[config.mk]
export PLATFORM = sky130hd
export DESIGN_NAME = mosi_snoop_coherence_controller_flat
export DESIGN_NICKNAME = d
export VERILOG_FILES = /design/src/rtl/msc_pkg.sv /design/src/rtl/msc_in_if.sv /design/src/rtl/msc_out_if.sv /design/src/rtl/mosi_snoop_coherence_controller.sv /design/src/rtl/msc_line_store.sv /design/src/rtl/msc_transition.sv /design/src/flat_wrapper.sv
export SDC_FILE = /design/constraint.sdc
export NUM_CORES = 1
export LEC_CHECK = 0
export BUFFER_PORTS_ARGS = -buffer_cell sky130_fd_sc_hd__clkbuf_2
export CAP_MARGIN = 30
export CORE_ASPECT_RATIO = 1.5
export CORE_MARGIN = 2
export CORE_UTILIZATION = 50
export CTS_CLUSTER_SIZE = 30
export DETAILED_ROUTE_END_ITERATION = 8
export PLACE_DENSITY = 0.65
export SLEW_MARGIN = 15
export SYNTH_ARGS = -nofsm -noshare
export SYNTH_HDL_FRONTEND = slang
export SYNTH_SLANG_ARGS = --single-unit
[constraint.sdc]
create_clock -name clk -period 17 [get_ports clk]
set_input_delay 0.85 -clock clk [delete_from_list [all_inputs] [get_ports clk]]
set_output_delay 0.85 -clock clk [all_outputs]
set_load 0.005 [all_outputs]
[src/rtl/msc_pkg.sv]
// Package for the snooping MOSI coherence controller.
// Holds sizes, command and request codes, the line state type and the structs
// shared between the top level and the transition logic. No dependencies.
`default_nettype none

package msc_pkg;

  localparam int LINES          = 256;
  localparam int LINE_BITS      = (LINES > 1) ? $clog2(LINES) : 1;
  localparam int MODULE_ID_BITS = 4;

  localparam int CMD_W  = 3;
  localparam int LINE_W = 8;
  localparam int ID_W   = 4;
  localparam int REQ_W  = 2;

  localparam logic [CMD_W-1:0] CMD_LOAD  = 3'd0;
  localparam logic [CMD_W-1:0] CMD_STORE = 3'd1;
  localparam logic [CMD_W-1:0] CMD_GETS  = 3'd2;
  localparam logic [CMD_W-1:0] CMD_GETM  = 3'd3;
  localparam logic [CMD_W-1:0] CMD_DATA  = 3'd4;

  localparam logic [REQ_W-1:0] REQ_NONE = 2'd0;
  localparam logic [REQ_W-1:0] REQ_GETS = 2'd1;
  localparam logic [REQ_W-1:0] REQ_GETM = 2'd2;

  typedef enum logic [2:0] {
    ST_I  = 3'd0,
    ST_S  = 3'd1,
    ST_O  = 3'd2,
    ST_M  = 3'd3,
    ST_IM = 3'd4,
    ST_IS = 3'd5,
    ST_SM = 3'd6,
    ST_OM = 3'd7
  } line_state_t;

  typedef logic [LINE_BITS-1:0]      line_addr_t;
  typedef logic [MODULE_ID_BITS-1:0] module_id_t;

  typedef struct packed {
    logic [CMD_W-1:0] cmd;
    module_id_t       src;
    module_id_t       own_id;
    line_state_t      state;
    logic             in_range;
  } event_t;

  typedef struct packed {
    logic [REQ_W-1:0] bus_request;
    logic             supply_data;
    logic             data_to_processor;
    logic             shared_signal;
    logic             miss;
    logic             error;
  } action_t;

endpackage

`default_nettype wire

[src/rtl/msc_in_if.sv]
// Input channel of the coherence controller: one event word per handshake.
// Depends on msc_pkg for the field widths.
`default_nettype none

interface msc_in_if import msc_pkg::*; ();
  logic              valid;
  logic              ready;
  logic [CMD_W-1:0]  cmd;
  logic [LINE_W-1:0] line_index;
  logic [ID_W-1:0]   source_id;

  modport source (output valid, cmd, line_index, source_id, input ready);
  modport sink (input valid, cmd, line_index, source_id, output ready);
endinterface

`default_nettype wire

[src/rtl/msc_out_if.sv]
// Output channel of the coherence controller: one result word per handshake.
// Depends on msc_pkg for the field widths.
`default_nettype none

interface msc_out_if import msc_pkg::*; ();
  logic              valid;
  logic              ready;
  logic [REQ_W-1:0]  bus_request;
  logic              supply_data;
  logic [ID_W-1:0]   data_target;
  logic              data_to_processor;
  logic              shared_signal;
  logic              miss;
  logic              error;
  logic [LINE_W-1:0] line_echo;

  modport source (output valid, bus_request, supply_data, data_target, data_to_processor,
                  shared_signal, miss, error, line_echo, input ready);
  modport sink (input valid, bus_request, supply_data, data_target, data_to_processor,
                shared_signal, miss, error, line_echo, output ready);
endinterface

`default_nettype wire

[src/rtl/mosi_snoop_coherence_controller.sv]
// Snooping MOSI coherence controller, top level.
// An accepted word is held in the lookup register (s1), and its result then in the output register.
// Throughput: one word per cycle while the output is not stalled; the line state memory is read at acceptance
// and written back when the word advances to the output register, with forwarding for back-to-back lines.
// Reset (rst, synchronous): all lines invalid, own_module_id zero, no words held.
`default_nettype none

module mosi_snoop_coherence_controller import msc_pkg::*; (
  input  wire logic      clk,
  input  wire logic      rst,
  input  wire logic      cfg_write_en,
  input  wire logic [ID_W-1:0] cfg_write_data,
  msc_in_if.sink         in_ch,
  msc_out_if.source      out_ch
);

  logic [ID_W-1:0]   own_module_id;
  logic              s1_valid;
  logic [CMD_W-1:0]  s1_cmd;
  logic [LINE_W-1:0] s1_line;
  module_id_t        s1_src;
  logic              fwd_hit;
  line_state_t       fwd_state;
  logic              out_valid;
  action_t           out_action;
  logic [ID_W-1:0]   out_target;
  logic [LINE_W-1:0] out_line;

  logic        accept;
  logic        advance;
  line_state_t rd_state;
  event_t      ev;
  line_state_t next_state;
  action_t     action;
  logic        write_back;
  logic        wr_en;
  line_addr_t  wr_addr;

  assign accept  = in_ch.valid && in_ch.ready;
  assign advance = s1_valid && (!out_valid || out_ch.ready);
  assign in_ch.ready = !s1_valid || advance;

  assign wr_en   = advance && write_back;
  assign wr_addr = LINE_BITS'(s1_line);

  msc_line_store u_store (
    .clk     (clk),
    .rst     (rst),
    .rd_en   (accept),
    .rd_addr (LINE_BITS'(in_ch.line_index)),
    .rd_data (rd_state),
    .wr_en   (wr_en),
    .wr_addr (wr_addr),
    .wr_data (next_state)
  );

  always_comb begin
    ev.cmd      = s1_cmd;
    ev.src      = s1_src;
    ev.own_id   = MODULE_ID_BITS'(own_module_id);
    ev.state    = fwd_hit ? fwd_state : rd_state;
    ev.in_range = 32'(s1_line) < LINES;
  end

  msc_transition u_transition (
    .ev         (ev),
    .next_state (next_state),
    .action     (action),
    .write_back (write_back)
  );

  always_ff @(posedge clk) begin
    if (rst) begin
      own_module_id <= '0;
    end else if (cfg_write_en) begin
      own_module_id <= cfg_write_data;
    end
  end

  always_ff @(posedge clk) begin
    if (rst) begin
      s1_valid <= 1'b0;
      fwd_hit  <= 1'b0;
    end else begin
      if (accept) begin
        s1_valid <= 1'b1;
        fwd_hit  <= wr_en && (wr_addr == LINE_BITS'(in_ch.line_index));
      end else if (advance) begin
        s1_valid <= 1'b0;
      end
    end
  end

  always_ff @(posedge clk) begin
    if (accept) begin
      s1_cmd    <= in_ch.cmd;
      s1_line   <= in_ch.line_index;
      s1_src    <= MODULE_ID_BITS'(in_ch.source_id);
      fwd_state <= next_state;
    end
  end

  always_ff @(posedge clk) begin
    if (rst) begin
      out_valid <= 1'b0;
    end else if (advance) begin
      out_valid <= 1'b1;
    end else if (out_ch.ready) begin
      out_valid <= 1'b0;
    end
  end

  always_ff @(posedge clk) begin
    if (advance) begin
      out_action <= action;
      out_target <= action.supply_data ? ID_W'(s1_src) : '0;
      out_line   <= s1_line;
    end
  end

  assign out_ch.valid             = out_valid;
  assign out_ch.bus_request       = out_action.bus_request;
  assign out_ch.supply_data       = out_action.supply_data;
  assign out_ch.data_target       = out_target;
  assign out_ch.data_to_processor = out_action.data_to_processor;
  assign out_ch.shared_signal     = out_action.shared_signal;
  assign out_ch.miss              = out_action.miss;
  assign out_ch.error             = out_action.error;
  assign out_ch.line_echo         = out_line;

  a_error_quiet: assert property (@(posedge clk) disable iff (rst)
    out_valid && out_action.error |-> (out_action.bus_request == REQ_NONE) &&
      !out_action.supply_data && !out_action.shared_signal && !out_action.miss &&
      !out_action.data_to_processor)
    else $error("error result carries an action");

  a_miss_request: assert property (@(posedge clk) disable iff (rst)
    out_valid && out_action.miss |-> (out_action.bus_request != REQ_NONE))
    else $error("miss without a bus request");

  a_supply_shared: assert property (@(posedge clk) disable iff (rst)
    out_valid && out_action.supply_data |-> out_action.shared_signal)
    else $error("data supplied without the shared line");

  a_write_in_flight: assert property (@(posedge clk) disable iff (rst)
    wr_en |-> s1_valid && !out_action.error || s1_valid)
    else $error("state write without a word in flight");

  a_accept_loads: assert property (@(posedge clk) disable iff (rst)
    accept |=> s1_valid)
    else $error("accepted word not held for lookup");

endmodule

`default_nettype wire

[src/rtl/msc_line_store.sv]
// Line state memory with one read and one write port and a registered read.
// Per-entry valid bits make unwritten lines read as invalid. Depends on msc_pkg.
`default_nettype none

module msc_line_store import msc_pkg::*; (
  input  wire logic        clk,
  input  wire logic        rst,
  input  wire logic        rd_en,
  input  wire line_addr_t  rd_addr,
  output line_state_t      rd_data,
  input  wire logic        wr_en,
  input  wire line_addr_t  wr_addr,
  input  wire line_state_t wr_data
);

  line_state_t mem [LINES];
  logic        written [LINES];
  line_state_t mem_q;
  logic        written_q;

  always_ff @(posedge clk) begin
    if (wr_en) begin
      mem[wr_addr] <= wr_data;
    end
    if (rd_en) begin
      mem_q <= mem[rd_addr];
    end
  end

  always_ff @(posedge clk) begin
    if (rst) begin
      for (int i = 0; i < LINES; i++) begin
        written[i] <= 1'b0;
      end
      written_q <= 1'b0;
    end else begin
      if (wr_en) begin
        written[wr_addr] <= 1'b1;
      end
      if (rd_en) begin
        written_q <= written[rd_addr];
      end
    end
  end

  assign rd_data = written_q ? mem_q : ST_I;

endmodule

`default_nettype wire

[src/rtl/msc_transition.sv]
// MOSI transition logic: next line state and bus and processor actions for one
// event in a given state. Depends on msc_pkg.
`default_nettype none

module msc_transition import msc_pkg::*; (
  input  wire event_t ev,
  output line_state_t next_state,
  output action_t     action,
  output logic        write_back
);

  logic err;
  logic pending;
  logic held;

  assign pending = (ev.state == ST_IM) || (ev.state == ST_IS) ||
                   (ev.state == ST_SM) || (ev.state == ST_OM);
  assign held    = (ev.state == ST_S) || (ev.state == ST_O) || (ev.state == ST_M);

  always_comb begin
    err = 1'b0;
    case (ev.cmd)
      CMD_LOAD, CMD_STORE: err = pending;
      CMD_GETS, CMD_GETM:  err = 1'b0;
      CMD_DATA:            err = held;
      default:             err = 1'b1;
    endcase
    if (!ev.in_range) begin
      err = 1'b1;
    end
  end

  assign write_back = !err;

  always_comb begin
    next_state = ev.state;
    case (ev.cmd)
      CMD_LOAD, CMD_STORE: begin
        case (ev.state)
          ST_I:    next_state = (ev.cmd == CMD_LOAD) ? ST_IS : ST_IM;
          ST_S:    next_state = (ev.cmd == CMD_LOAD) ? ST_S : ST_SM;
          ST_O:    next_state = (ev.cmd == CMD_LOAD) ? ST_O : ST_OM;
          default: next_state = ev.state;
        endcase
      end
      CMD_GETS, CMD_GETM: begin
        case (ev.state)
          ST_S, ST_O: next_state = (ev.cmd == CMD_GETM) ? ST_I : ev.state;
          ST_M:       next_state = (ev.cmd == CMD_GETM) ? ST_I : ST_O;
          ST_SM:      next_state = (ev.cmd == CMD_GETM) ? ST_IM : ST_SM;
          ST_OM: begin
            if ((ev.cmd == CMD_GETM) && (ev.src != ev.own_id)) begin
              next_state = ST_IM;
            end
          end
          default: next_state = ev.state;
        endcase
      end
      CMD_DATA: begin
        case (ev.state)
          ST_IS:               next_state = ST_S;
          ST_IM, ST_SM, ST_OM: next_state = ST_M;
          default:             next_state = ev.state;
        endcase
      end
      default: next_state = ev.state;
    endcase
  end

  always_comb begin
    action = '0;
    case (ev.cmd)
      CMD_LOAD, CMD_STORE: begin
        case (ev.state)
          ST_I: begin
            action.bus_request = (ev.cmd == CMD_LOAD) ? REQ_GETS : REQ_GETM;
            action.miss        = 1'b1;
          end
          ST_S, ST_O: begin
            if (ev.cmd == CMD_LOAD) begin
              action.data_to_processor = 1'b1;
            end else begin
              action.bus_request = REQ_GETM;
              action.miss        = 1'b1;
            end
          end
          ST_M:    action.data_to_processor = 1'b1;
          default: action = '0;
        endcase
      end
      CMD_GETS, CMD_GETM: begin
        case (ev.state)
          ST_S, ST_SM: action.shared_signal = 1'b1;
          ST_O, ST_M, ST_OM: begin
            action.shared_signal = 1'b1;
            action.supply_data   = 1'b1;
          end
          default: action = '0;
        endcase
      end
      CMD_DATA: begin
        case (ev.state)
          ST_IS, ST_IM, ST_SM, ST_OM: action.data_to_processor = 1'b1;
          default:                    action = '0;
        endcase
      end
      default: action = '0;
    endcase
    if (err) begin
      action       = '0;
      action.error = 1'b1;
    end
  end

endmodule

`default_nettype wire

[src/flat_wrapper.sv]
// flat-port wrapper written by rule: the top's interface ports become plain ports
module mosi_snoop_coherence_controller_flat import msc_pkg::*;
  (clk, rst, cfg_write_en, cfg_write_data, in_ch_valid, in_ch_cmd, in_ch_line_index, in_ch_source_id, in_ch_ready, out_ch_valid, out_ch_bus_request, out_ch_supply_data, out_ch_data_target, out_ch_data_to_processor, out_ch_shared_signal, out_ch_miss, out_ch_error, out_ch_line_echo, out_ch_ready);
  msc_in_if in_ch_i ();
  msc_out_if out_ch_i ();
  input  wire logic clk;
  input  wire logic rst;
  input  wire logic cfg_write_en;
  input  wire logic [ID_W-1:0] cfg_write_data;
  input wire logic [$bits(in_ch_i.valid)-1:0] in_ch_valid;
  input wire logic [$bits(in_ch_i.cmd)-1:0] in_ch_cmd;
  input wire logic [$bits(in_ch_i.line_index)-1:0] in_ch_line_index;
  input wire logic [$bits(in_ch_i.source_id)-1:0] in_ch_source_id;
  output wire logic [$bits(in_ch_i.ready)-1:0] in_ch_ready;
  output wire logic [$bits(out_ch_i.valid)-1:0] out_ch_valid;
  output wire logic [$bits(out_ch_i.bus_request)-1:0] out_ch_bus_request;
  output wire logic [$bits(out_ch_i.supply_data)-1:0] out_ch_supply_data;
  output wire logic [$bits(out_ch_i.data_target)-1:0] out_ch_data_target;
  output wire logic [$bits(out_ch_i.data_to_processor)-1:0] out_ch_data_to_processor;
  output wire logic [$bits(out_ch_i.shared_signal)-1:0] out_ch_shared_signal;
  output wire logic [$bits(out_ch_i.miss)-1:0] out_ch_miss;
  output wire logic [$bits(out_ch_i.error)-1:0] out_ch_error;
  output wire logic [$bits(out_ch_i.line_echo)-1:0] out_ch_line_echo;
  input wire logic [$bits(out_ch_i.ready)-1:0] out_ch_ready;
  assign in_ch_i.valid = in_ch_valid;
  assign in_ch_i.cmd = in_ch_cmd;
  assign in_ch_i.line_index = in_ch_line_index;
  assign in_ch_i.source_id = in_ch_source_id;
  assign in_ch_ready = in_ch_i.ready;
  assign out_ch_valid = out_ch_i.valid;
  assign out_ch_bus_request = out_ch_i.bus_request;
  assign out_ch_supply_data = out_ch_i.supply_data;
  assign out_ch_data_target = out_ch_i.data_target;
  assign out_ch_data_to_processor = out_ch_i.data_to_processor;
  assign out_ch_shared_signal = out_ch_i.shared_signal;
  assign out_ch_miss = out_ch_i.miss;
  assign out_ch_error = out_ch_i.error;
  assign out_ch_line_echo = out_ch_i.line_echo;
  assign out_ch_i.ready = out_ch_ready;
  mosi_snoop_coherence_controller u_core (.clk(clk), .rst(rst), .cfg_write_en(cfg_write_en), .cfg_write_data(cfg_write_data), .in_ch(in_ch_i), .out_ch(out_ch_i));
endmodule
# Word-level counts from Yosys, hierarchy flattened
# Memories as Yosys holds them, arrays and structs flattened. A register that Yosys moved wholly into a read port is not among the register bits.
# Index checks and enable logic that the tools add are counted.
dict set report op_classes {
  n_eq_ne 13
  muxes 39
  n_reduce_logical 27
}
# operator count
set op_table {}
lappend op_table {{$pmux W7 S3} 1}
lappend op_table {{$mux W1} 18}
lappend op_table {{$mux W3} 6}
lappend op_table {{$pmux W3 S3} 2}
lappend op_table {{$eq A3 B3 Y1 const B} 5}
lappend op_table {{$eq A3 B2 Y1 const B} 4}
lappend op_table {{$pmux W3 S4} 1}
lappend op_table {{$eq A8 B8 Y1} 1}
lappend op_table {{$mux W2} 4}
lappend op_table {{$mux W8} 1}
lappend op_table {{$logic_or A1 B1 Y1} 7}
lappend op_table {{$eq A3 B1 Y1 const B} 2}
lappend op_table {{$logic_not A3 Y1} 2}
lappend op_table {{$pmux W3 S2} 1}
lappend op_table {{$reduce_or A2 Y1} 3}
lappend op_table {{$reduce_or A3 Y1} 2}
lappend op_table {{$logic_and A1 B1 Y1} 5}
lappend op_table {{$mux W5} 1}
lappend op_table {{$reduce_or A5 Y1} 1}
lappend op_table {{$ne A4 B4 Y1} 1}
lappend op_table {{$pmux W1 S2} 2}
lappend op_table {{$pmux W2 S2} 1}
lappend op_table {{$reduce_bool A2 Y1} 2}
lappend op_table {{$reduce_or A4 Y1} 1}
lappend op_table {{3 further kinds} 5}
dict set report word_totals {
  ff_bits 44
  ramBits 1024
  in_bits 24
  output_inout_bits 21
  elab_cells 97
  mem_count 2
}
# memory words width read_ports rd_ports_with_merged_regs write_ports line_no
set mem_list {}
lappend mem_list {u_core.u_store.mem 256 3 1 1 1 msc_line_store.sv:16} ;# line_state_t mem [LINES];
lappend mem_list {u_core.u_store.written 256 1 1 1 256 msc_line_store.sv:17} ;# logic written [LINES];

# Longest topological paths before layout
dict set report depth {
  ltp_word 14
  mapped_depth 12
  ltp_nobuf 7
}

# By module
# From an unflattened synthesis, not the netlist that was laid out.
dict set report hier_totals {
  hier_cells 2659
  hier_area_um2 41690.0
}
# mod instances cells_each area_per_inst_um2 seq_area_each_um2
set by_module_without_submodules {}
lappend by_module_without_submodules {msc_line_store 1 2518 39800.7 28297.1}
lappend by_module_without_submodules {mosi_snoop_coherence_controller 1 85 1549.0 1251.2}
lappend by_module_without_submodules {msc_transition 1 56 340.3 0.0}

# Least setup slack after synthesis
# OpenSTA, ideal clock, no wires.
dict set report synth_timing {
  kind {register to register}
  from {register u_core.fwd_hit}
  to {register u_core.fwd_state[0] (data pin)}
  setup_time_ns 1.585
  t_arrival_ns 8.232
  required_time_ns 15.415
  path_slack_ns 7.183
  stages_incl_launch_ff 9
  path_buffers 2
  synth_period_minus_slack_ns 9.817
  path_cell_list {dfxtp_1 > buf_2 > nor2b_2 > a22o_1 > clkbuf_1 > o21ai_0 > nand2_1 > o2111ai_1 > a21oi_1}
}
dict set report synth_between {
  elab_chain_cells 5
  word_cells_on_any_way 17
  cone_classes {eq/ne: 7; mux: 7; reduce/logical: 3}
}
# element line_no
set synth_lines {}
lappend synth_lines {{start: declaration} mosi_snoop_coherence_controller.sv:22} ;# logic fwd_hit;
lappend synth_lines {{start signal: assignment} mosi_snoop_coherence_controller.sv:87} ;# fwd_hit <= wr_en && (wr_addr == LINE_BITS'(in_ch.line_index));
lappend synth_lines {{$mux W3 (*)} mosi_snoop_coherence_controller.sv:61} ;# ev.state = fwd_hit ? fwd_state : rd_state;
lappend synth_lines {{$eq A3 B1 Y1, or another cell as far along} {msc_transition.sv:39, msc_transition.sv:47}}
lappend synth_lines {{$reduce_or A2 Y1 or $reduce_or A3 Y1 (tied branches)} {msc_transition.sv:47, msc_transition.sv:60}}
lappend synth_lines {{$pmux W3 S4 or $pmux W3 S2 (tied branches)} {msc_transition.sv:47, msc_transition.sv:60}}
lappend synth_lines {{$pmux W3 S3 (*)} msc_transition.sv:37} ;# case (ev.cmd)
lappend synth_lines {{via u_core.next_state[0]} mosi_snoop_coherence_controller.sv:33} ;# line_state_t next_state;
lappend synth_lines {{end signal: assignment} mosi_snoop_coherence_controller.sv:99} ;# fwd_state <= next_state;
lappend synth_lines {{end: declaration} mosi_snoop_coherence_controller.sv:23} ;# line_state_t fwd_state;
# The timed path passes the listed nets; every way through them passes the cells marked *.
# A chain may end at the register's enable or synchronous reset.

==> flow_summary.yaml <==
run_status:
  status: "complete, no violations"
setup_path:
  reg2reg_from: "u_core.u_store.written_q$_SDFFE_PP0P_"
  cp-startpoint: "in_ch_line_index[0]"
  path_cells: "buf_8 -> buf_4 -> buf_12 -> buf_4 -> buf_16 -> mux4_2 -> mux4_2 -> a22oi_1 -> a21oi_1 -> or4_1"
  crit_path_start_kind: "input port"
  reg2reg_to: "u_core.u_store.mem[128][2]$_DFFE_PP_"
  cp_max_fo: 68
  rrSetupSlack_ns: 12.96
  reg2reg_depth: 9
  critPathMaxStageDelay_ns: 0.54
  path_class: "input port to flip-flop"
  cp-end-kind: "flip-flop"
  critPathRequiredTime_ns: 17.40
  cp_data_arrival_time_ns: 4.96
  cp_slowest_cell: "mux4_2"
floorplan:
  io-pin-count: 45
  fp.coreArea_sq_um: 83900
  die_area_sq_um: 87300
  rows: 130
  start_util_pct: 50.6
  die_y_microns: 361
  die-width_microns: 242
layout:
  multi_input_area_sq_um: 12200
  seqCellArea_sq_um: 29500
  layout_common_cells: "edfxtp_1, nor2_1, mux4_2"
  final_common_cell: "edfxtp_1"
  fin_nets: 2732
  fillers: 6415
  drive_gt1_share_pct: 21.2
  n_antenna_cell: 0
  areaGrowthSynthToFinish_pct: 11.3
drt:
  drc: 0
  vias: 24400
  post_drt_wl_per_cell_microns: 28.1
  final_antenna_net_count: 0
  drt_iter0_drc: 2576
  avgViaCountPerCell: 6.24
  wl_microns: 110000
  dr.pass1.iters: 6
power_and_ir_drop:
  vdd_ir_drop_max_mv: 0.0689
  total_power_mw: 5.30
  swShare_pct: 21.7
  pwr_density_cell_nw_per_um2: 112
  power_frac_comb_pct: 5.3
  seqPwrFrac_pct: 53.8
  leakage_nw: 15.0
  p_int_mw: 4.15
  clkPwrFrac_pct: 40.9
  netSwitchingPower_mw: 1.15
hold_path:
  holdPathEnd: "u_core.s1_cmd[0]$_DFFE_PP_"
  hp-class: "input port to flip-flop"
  hold_depth: 1
  min-delay-start: "in_ch_cmd[0]"
synthesis:
  yosys.area.top_type: "edfxtp_1"
  seq_area_frac_synth_pct: 69.6
  ys_ff_latch: 1072
  synth_warnings: 0
  synth_top_area_share_pct: 57.1
  synth_area_leaders: "edfxtp_1, mux4_2, dfxtp_1, nor2_1, a21oi_1"
  syn_avg_cell_area_sq_um: 15.9
  synth_edf_count: 808
  syn_area_sq_um: 42500
  synthArstFlopShare_pct: 0
  syn_nets: 2701
  synth_cell_type_count: 49
  syn_inst: 2677
  synth_flop_cell: "edfxtp_1"
sta:
  max_freq_ghz: 0.219
  hold_violations: 0
  rsz0062_at_grt: "false"
  setup_viol: 0
  max_slew_margin_pct: 9.49
  slew_violations: 0
  skew_ns: 0.0396
  setup_tns_ns: 0
  min_period_over_period_pct: 26.9
  fin_crit_ns: 4.57
  tightest_slew_ns: 1.36
clock_tree:
  cts_hold_buffers: 0
  cts.clk_slew.worst_paths_ns: 0.07
  htree_num_levels: 3
  post_cts_buffers: 0
  clock_latency_ns: 0.67
  cts_tree: "done"
  cts-root-buf: "clkbuf_16"
  numCtsBuffers: 94
  cts_resized: 0
  cts_buffer_depth: 3
  cts.sinks: 1072
grt:
  overflow: 0
  grt_antenna_before_repair: 1
  grt_pass1_wl_microns: 163000
  track_usage_pct: 25.3
  grt_pass1_vias: 25000
  grt_max_degree: 258
placed_design:
  dp_hpwl_microns: 70900
  gp_congestion: 0.875
  port_buffers: 44
run:
  maxCapViolations: 0
per-stage QoR:
step / area (sq um) / std cells / setup slack [ns] / utilization, % / hold WS [ns]
final: 47300 / 3909 / 12.43 / 56.3 / 0.353
after global routing: 47300 / 3909 / 12.17 / 56.3 / 0.329
after CTS: 47100 / 3898 / 12.03 / 56.1 / 0.326
after detailed placement: 43900 / 3723 / 11.32 / 52.3 / 0.448
after global placement: 43800 / 3716 / 11.44 / 52.2 / 0.442
after floorplan: 42500 / 2677 / 7.18 / - / 0.431
logic make-up (layout without fill, tap and decap cells):
family | count (synthesis) | after routing | share of synthesized area [%]
muxes | 315 | 315 | 16.4
and+or+nand+nor | 733 | 733 | 7.09
AOI/OAI and AO/OA | 358 | 358 | 4.77
buffers and inverters | 187 | 297 | 1.96
xor gates and xnor gates | 12 | 12 | 0.247
DFF | 1072 | 1072 | 69.6
routing by layer:
metal / wire [microns] / GRT usage (%) / share of wire, % / vias up
li1: - / - / - / 10400
met1: 39600 / 30.4 / 36 / 12600
met2: 56900 / 44.1 / 52 / 1095
met3: 7260 / 3.82 / 6.6 / 297
met4: 6120 / 13.3 / 5.6 / 2
met5: 14 / 0 / 0.013 / -
synth_stat cells (2+ instances only):
master / n
nand3_1: 25
o22ai_1: 2
dfxtp_1: 264
and2_1: 6
mux4_2: 303
nor3_1: 15
nor4_1: 4
buf_2: 36
mux2_2: 4
buf_1: 13
a211o_1: 2
a21oi_1: 271
a32oi_1: 2
nor4_4: 2
nor3_2: 3
a2111oi_0: 3
nor2b_1: 17
clkbuf_1: 114
and3_1: 3
o211ai_1: 4
nand2_1: 63
or3_1: 2
a211oi_1: 3
a31oi_1: 6
nand2b_1: 10
edfxtp_1: 808
or4_1: 3
o21ai_0: 9
mux2i_1: 8
nand4_1: 10
nor2_1: 567
o2111ai_1: 2
xnor2_1: 5
a221oi_1: 4
inv_1: 9
xor2_1: 7
a311oi_1: 3
buf_4: 7
a22o_1: 8
buf_6: 8
a22oi_1: 34
worst max-delay path by stage:
stage,end,slack [ns],cells after the start
6_report,u_core.u_store.mem_q[0]$_DFFE_PP_,12.43,10
5_1_grt,u_core.u_store.mem_q[2]$_DFFE_PP_,12.17,10
4_1_cts,u_core.u_store.mem_q[0]$_DFFE_PP_,12.03,8
3_5_place_dp,u_core.u_store.mem_q[0]$_DFFE_PP_,11.32,8
3_3_place_gp,u_core.u_store.mem_q[2]$_DFFE_PP_,11.44,8
2_1_floorplan,u_core.fwd_state[0]$_DFFE_PP_,7.18,8
critical path: cells and delay by family:
| kind | cells | cell delay (ns) |
|---|---|---|
| AOI/OAI and AO/OA | 2 | 0.56 |
| and+or+nand+nor | 1 | 0.42 |
| buffers and inverters | 5 | 2.03 |
| muxes | 2 | 1.03 |
cell type report:
| cell class | count | share of cell area [%] |
|---|---|---|
| repair buffers | 113 | 1.98 |
| clock inverters | 61 | 1.25 |
| inverters | 9 | 0.0715 |
| multi-input cells | 1418 | 25.8 |
| flip-flops and latches | 1072 | 62.5 |
| clock buffers | 114 | 5.40 |
| well taps | 1122 | 2.97 |
registers in the layout (all words and copies together) (netlist names), 3 cells and up:
| name | count |
|---|---|
| u_core.u_store.mem_q | 3 |
| u_core.out_ch.line_echo | 8 |
| u_core.u_store.mem | 768 |
| u_core.u_store.written | 256 |
| u_core.s1_src | 4 |
| u_core.s1_line | 8 |
| u_core.fwd_state | 3 |
| u_core.own_module_id | 4 |
| u_core.s1_cmd | 3 |
| u_core.out_ch.data_target | 4 |
power groups by stage:
stage,Clock [mW],Sequential (mW),Combinational [mW]
after CTS,2.19,2.85,0.277
after global routing,2.30,2.85,0.296
after floorplan,0,2.92,0.179
after global placement,0,2.91,0.270
after detailed placement,0,2.91,0.276
final,2.17,2.85,0.280
Power figures use the tool's default switching activity.
